### config.mk
export PLATFORM = sky130hd
export DESIGN_NAME = arm_jac_sin
export DESIGN_NICKNAME = d
export VERILOG_FILES = /design/src/rtl/arm_jac_pkg.sv /design/src/rtl/arm_jac_sin.sv
export SDC_FILE = /design/constraint.sdc
export NUM_CORES = 2
export LEC_CHECK = 0
export BUFFER_PORTS_ARGS = -buffer_cell sky130_fd_sc_hd__buf_2
export CAP_MARGIN = 30
export CORE_MARGIN = 2
export CORE_UTILIZATION = 37
export DETAILED_ROUTE_END_ITERATION = 10
export RECOVER_POWER = 25
export SYNTH_ARGS = -nofsm -noshare
export SYNTH_HDL_FRONTEND = slang
export SYNTH_SLANG_ARGS = --single-unit
### constraint.sdc
create_clock -name clk -period 10.5 [get_ports clk]
set_input_delay 2.1 -clock clk [delete_from_list [all_inputs] [get_ports clk]]
set_output_delay 2.1 -clock clk [all_outputs]
set_load 0.01 [all_outputs]
### src/rtl/arm_jac_pkg.sv
// Types, constants and arithmetic helpers for the arm Jacobian pipeline.
`default_nettype none
package arm_jac_pkg;
    typedef logic        [15:0] phase_t;
    typedef logic signed [15:0] angle_t;
    typedef logic signed [16:0] sc_t;
    typedef logic signed [33:0] q30_t;
    typedef logic signed [17:0] ent_t;
    typedef ent_t [5:0]         ent_row_t;
    typedef q30_t [5:0]         q30_row_t;

    localparam int ROWS   = 6;
    localparam int IN_W   = 80;
    localparam int OUT_W  = 112;
    localparam logic [15:0] TOOL_RESET = 16'd17845;
    localparam sc_t PHASE_GAIN = 17'sd41722;
    localparam sc_t LEN_A = 17'sd7157;
    localparam sc_t LEN_B = 17'sd27853;
    localparam sc_t LEN_C = 17'sd25690;
    localparam sc_t LEN_D = 17'sd6206;
    localparam q30_t ONE_Q30 = 34'sd1073741824;
    localparam phase_t QUARTER = 16'h4000;
    localparam logic [2:0] LAST_ROW = 3'd5;

    function automatic phase_t to_phase(angle_t a);
        logic signed [33:0] p;
        p = a * PHASE_GAIN;
        p = p + 34'sd16384;
        return p[30:15];
    endfunction

    function automatic q30_t mul(sc_t a, sc_t b);
        return q30_t'(a) * q30_t'(b);
    endfunction

    // Q30 times Q14, rounded to Q30
    function automatic q30_t mq(q30_t a, sc_t b);
        logic signed [50:0] p;
        p = 51'(a) * 51'(b);
        p = p + 51'sd8192;
        return $signed(p[47:14]);
    endfunction

    function automatic ent_t to_out(q30_t q);
        logic signed [34:0] s;
        logic signed [18:0] v;
        s = 35'(q) + 35'sd32768;
        v = $signed(s[34:16]);
        if (v > 19'sd131071)
            v = 19'sd131071;
        else if (v < -19'sd131072)
            v = -19'sd131072;
        return v[17:0];
    endfunction
endpackage
`default_nettype wire

### src/rtl/arm_jac_sin.sv
// Four-stage pipelined quarter-wave polynomial sine in Q14.
`default_nettype none
module arm_jac_sin (
    input  wire                  clk,
    input  wire                  en,
    input  wire arm_jac_pkg::phase_t ph,
    output arm_jac_pkg::sc_t     sin_val
);
    import arm_jac_pkg::*;

    logic [1:0]  quad;
    logic [14:0] z;
    logic [29:0] zz;
    logic [25:0] zk;
    logic [28:0] zt;
    logic [29:0] zs;

    logic [14:0] za_reg, zb_reg, zc_reg;
    logic [1:0]  qa_reg, qb_reg, qc_reg;
    logic [14:0] z2a_reg, z2b_reg;
    logic [14:0] t1_reg;
    logic [15:0] t2_reg;
    sc_t         s_reg;

    assign quad = ph[15:14];
    assign z    = quad[0] ? 15'(15'd16384 - {1'b0, ph[13:0]}) : {1'b0, ph[13:0]};
    assign zz   = z * z;
    assign zk   = z2a_reg * 26'd2320;
    assign zt   = z2b_reg * t1_reg;
    assign zs   = zc_reg * t2_reg;

    always_ff @(posedge clk)
    begin
        if (en)
        begin
            za_reg  <= z;
            qa_reg  <= quad;
            z2a_reg <= zz[28:14];
            zb_reg  <= za_reg;
            qb_reg  <= qa_reg;
            z2b_reg <= z2a_reg;
            t1_reg  <= 15'(15'd21024 - zk[25:14]);
            zc_reg  <= zb_reg;
            qc_reg  <= qb_reg;
            t2_reg  <= 16'(16'd51472 - zt[28:14]);
            s_reg   <= qc_reg[1] ? -$signed({2'b00, zs[29:15]}) : $signed({2'b00, zs[29:15]});
        end
    end

    assign sin_val = s_reg;
endmodule
`default_nettype wire

# Word-level counts from Yosys, hierarchy flattened
# Cells that the tools add are included.
[op_classes]
mux = 2
multipliers = 4
addsub = 4
[op_table]
columns = ["cell", "count"]
rows = [
  ["$mul 15x15->29", 2],
  ["$mul 15x16->30", 1],
  ["$mux 15", 2],
  ["$mul 15x8->22 const B", 1],
  ["$neg 15->17", 1],
  ["$sub 16x15->16 const A", 1],
  ["$sub 15x12->15 const A", 1],
  ["$sub 15x14->15 const A", 1],
]
[word_totals]
elab_cells = 22
in_bits = 18
regBits = 129

# Longest topological paths before layout
[depth]
ltp_word = 3
ltp_mapped = 31

# Worst setup path before layout
# Ideal clock, no wire load.
[synth_path]
path_type = "input-to-reg"
startpoint = "in ph[0]"
endpoint = "reg z2a_reg[14], data pin"
arrival_time_ns = 9.607
setup_time_ns = 0.136
slack_ns = 0.757
path_stages = 29
t_required_ns = 10.364
path_cell_list = "clkbuf_1 > inv_1 > ha_1 > nand3b_1 > or2_2 > o21ai_0 > xor2_1 > clkinv_1 > nand2_1 > fa_1 > fa_1 > inv_1 > fa_1 > inv_1 > fa_1 > inv_1 > fa_1 > fa_1 > ha_1 > a21o_1 > a21o_1 > a21o_1 > a21oi_1 > nor2b_1 > a221o_1 > a31o_1 > o41a_1 > or4_1 > nand3_1"
[synth_via]
elab_chain_len = 3
[synth_lines]
columns = ["element", "line", "source"]
rows = [
  ["start: declaration", "arm_jac_sin.sv:6", "input wire arm_jac_pkg::phase_t ph,"],
  ["$sub 15x14->15", "arm_jac_sin.sv:26", "assign z = quad[0] ? 15'(15'd16384 - {1'b0, ph[13:0]}) : {1'b0, ph[13:0]};"],
  ["$mux 15 *", "arm_jac_sin.sv:26", ""],
  ["$mul 15x15->29 *", "arm_jac_sin.sv:27", "assign zz = z * z;"],
  ["via zz[28]", "arm_jac_sin.sv:13", "logic [29:0] zz;"],
  ["end signal: assignment", "arm_jac_sin.sv:38", "z2a_reg <= zz[28:14];"],
  ["end: declaration", "arm_jac_sin.sv:20", "logic [14:0] z2a_reg, z2b_reg;"],
]
# Mark *: on every way through the listed nets, which the timed path passes. The rest lies on a longest branch.
# A chain may end at the register's enable or synchronous reset.

# Worst setup path after layout
[layout_path]
startpoint = "in ph[0]"
endpoint = "reg z2a_reg[14], data pin"
[layout_via]
elab_chain_len = 3
[layout_lines]
columns = ["element", "line", "source"]
rows = [
  ["$sub 15x14->15", "arm_jac_sin.sv:26", ""],
  ["$mux 15", "arm_jac_sin.sv:26", ""],
  ["via z[12]", "arm_jac_sin.sv:12", "logic [14:0] z;"],
  ["$mul 15x15->29", "arm_jac_sin.sv:27", ""],
  ["via zz[28]", "arm_jac_sin.sv:13", ""],
]
# The timed path passes the listed nets, and every way through them passes these cells.

==> reports/results.ini <==
[layout]
drive_gt1_share_pct=4.41
largest_register_ffs=17
syn_to_final_growth_pct=7.10
final_cell_mix=inv_1 (646), fa_1 (471), ha_1 (324), nand2_1 (287), and2_1 (262)
diodes=0
mostFrequentLayoutCell=inv_1
fin_nets=3568

[die]
ios=35
num_rows=97
coreArea_um2=70300
dieArea_um2=73400
initial_core_util_pct=37.5
die_y_um=271
die_w_um=271

[critical_path]
rr_worst_depth=27
ff2ff_setup_slack_ns=2.40
cp_max_fo=11
endpoint_kind=flop
arrival_ns=9.95
path_class=input pin to flop
r2r_start=z2b_reg[10]$_DFFE_PP_
r2r-end=t2_reg[10]$_DFFE_PP_
cp_slowest_cell=fa_1
cpMostUsedCell=fa_1
start_kind=input pin
worstPathRequired_ns=10.79
max_stage_delay_ns=0.55

[synthesis]
synth_simple_gate_area_share_pct=14.4
yosys_register_bits=124
postSynth.asyncResetShare_pct=0
ys_seq_area_share_pct=14.1
synth_top_family_by_area=adder cells
syn_avg_cell_area_um2=9.60
yosys-mux-area-fraction_pct=0.475
synth_edf_count=124
netlist_instances=2746
synth-xor-area-share_pct=3.69
synth_fa_ha_area_share_pct=51.1
synth-main-ff-cell=edfxtp_1
yosys_warnings=0
syn_area_um2=26400
synth-compound-area-share_pct=5.69
yosysUniqueCellTypes=78

[clocking]
cts_buffer_depth=2
cts_max_level=4
clk-insertion-delay-late_ns=0.43
post_cts_buffers=0
clkSinkCount=124
cts_buffers=17
clkTransAtPathRegs_ns=0.06
hold_buffers=0
cts_root_buf=clkbuf_16
tritoncts=done
ctsResizeCount=0

[timing]
final_max_slew_viol_count=57
final_hold_viol_count=0
fin_crit_ns=9.65
clock.fmax_ghz=0.104
rsz0062_at_grt=no
min_period_over_period_pct=91.9
skew_ns=0.0112
slew-limit-headroom_pct=-122
finalSetupTns_ns=0
tightest_slew_ns=3.33
setup_viol_count_final=0

[min_path]
holdPathEnd=zc_reg[9]$_DFFE_PP_
min_path_type=flop to flop
hp-start=zb_reg[9]$_DFFE_PP_
hold_depth=0

[run]
cap_violations=1

[run_status]
violations=capacitance limit, slew limit
status=finished, violations left

[grt]
antenna_found_initial=1
grt_usage_pct=15.8
grt_pass1_wl_mm=94.7
gr-total-overflow=0
grt_pass1_vias=18895
grt_max_degree=70

[drt]
ant_nets=0
route.detailed.drc=0
drt_iter0_markers=798
vias_per_cell=4.80
drt_wl_total_mm=54.8
dr.pass1.iters=5
routedWlPerCell_um=14.8
vias=17811

[placed_design]
numPortBuffers=34
place_hpwl_mm=44.2
gp_congestion=0.830

## routing by layer
metal | GRT usage (%) | wire length, um | up-vias
met5 | 0 | 8 | -
met4 | 3.47 | 883 | 2
met3 | 1.73 | 1810 | 49
met2 | 27.1 | 26700 | 272
met1 | 21.6 | 25400 | 9022
li1 | - | - | 8466
## logic make-up (layout without fill, tap and decap cells)
group,count (synthesis),in the layout
other cells,2,9
flops,124,124
fa+ha+maj,795,795
compound gates,216,216
mux,12,12
simple gates,753,753
xor+xnor,111,111
buf+inv,733,748
## layout make-up
| class | count | area (um^2) |
|---|---|---|
| Inverter | 652 | 2450 |
| Multi-Input combinational cell | 1896 | 19900 |
| Sequential cell | 124 | 3720 |
| Timing Repair Buffer | 64 | 393 |
| Clock buffer | 17 | 425 |
| Clock inverter | 15 | 160 |
| Fill cell | 6953 | 42000 |
| Tap cell | 940 | 1180 |
## through the flow
stage	hold WS (ns)	setup WS [ns]	std cells	instance area, um^2	utilization [%]
after global placement	0.401	0.716	3676	27700	39.3
final	0.412	0.846	3708	28200	40.2
after global routing	0.425	0.388	3708	28200	40.2
after CTS	0.415	1.00	3708	28200	40.2
after detailed placement	0.405	0.583	3676	27700	39.3
after floorplan	0.400	0.757	2753	26400	-
## critical path, delay by kind of cell
family,cells,cell delay (ns)
adders and majority gates,8,3.55
AOI/OAI and AO/OA,6,1.75
and+or+nand+nor,6,1.29
buffers and inverters,7,1.04
xor gates and xnor gates,1,0.21
## worst max path at each step
| stage | depth (start not counted) | start | slack, ns | endpoint |
|---|---|---|---|---|
| finish | 28 | ph[0] | 0.85 | z2a_reg[14]$_DFFE_PP_ |
| global route | 28 | ph[0] | 0.39 | z2a_reg[14]$_DFFE_PP_ |
| CTS | 28 | ph[0] | 1.00 | z2a_reg[14]$_DFFE_PP_ |
| detailed placement | 28 | ph[0] | 0.58 | z2a_reg[14]$_DFFE_PP_ |
| global placement | 28 | ph[0] | 0.72 | z2a_reg[14]$_DFFE_PP_ |
| floorplan | 29 | ph[0] | 0.76 | z2a_reg[14]$_DFFE_PP_ |
## synthesized netlist by cell type (7+ instances only)
library cell    n  area share, %
inv_1         646            9.2
and3_1         10           0.24
nand2_1       287            4.1
a21oi_1        56            1.1
o31ai_1         9           0.26
nor3_1         20           0.38
o21a_1          9           0.26
xor2_1         39            1.3
and2_1        262            6.2
a211o_1         8           0.27
mux2i_1         8           0.30
nor2b_1         7           0.17
ha_1          324             15
edfxtp_1      124             14
clkbuf_1       73            1.0
nand3_1        22           0.42
nor2_1         82            1.2
nand4_1        11           0.26
xnor2_1        72            2.4
or3_1          10           0.24
fa_1          471             36
a21o_1         21           0.60
a211oi_1        7           0.20
o21ai_0        31           0.59
Power is not shown: default switching activity piles up to over one toggle a cycle in this logic, so the estimate is an artifact.
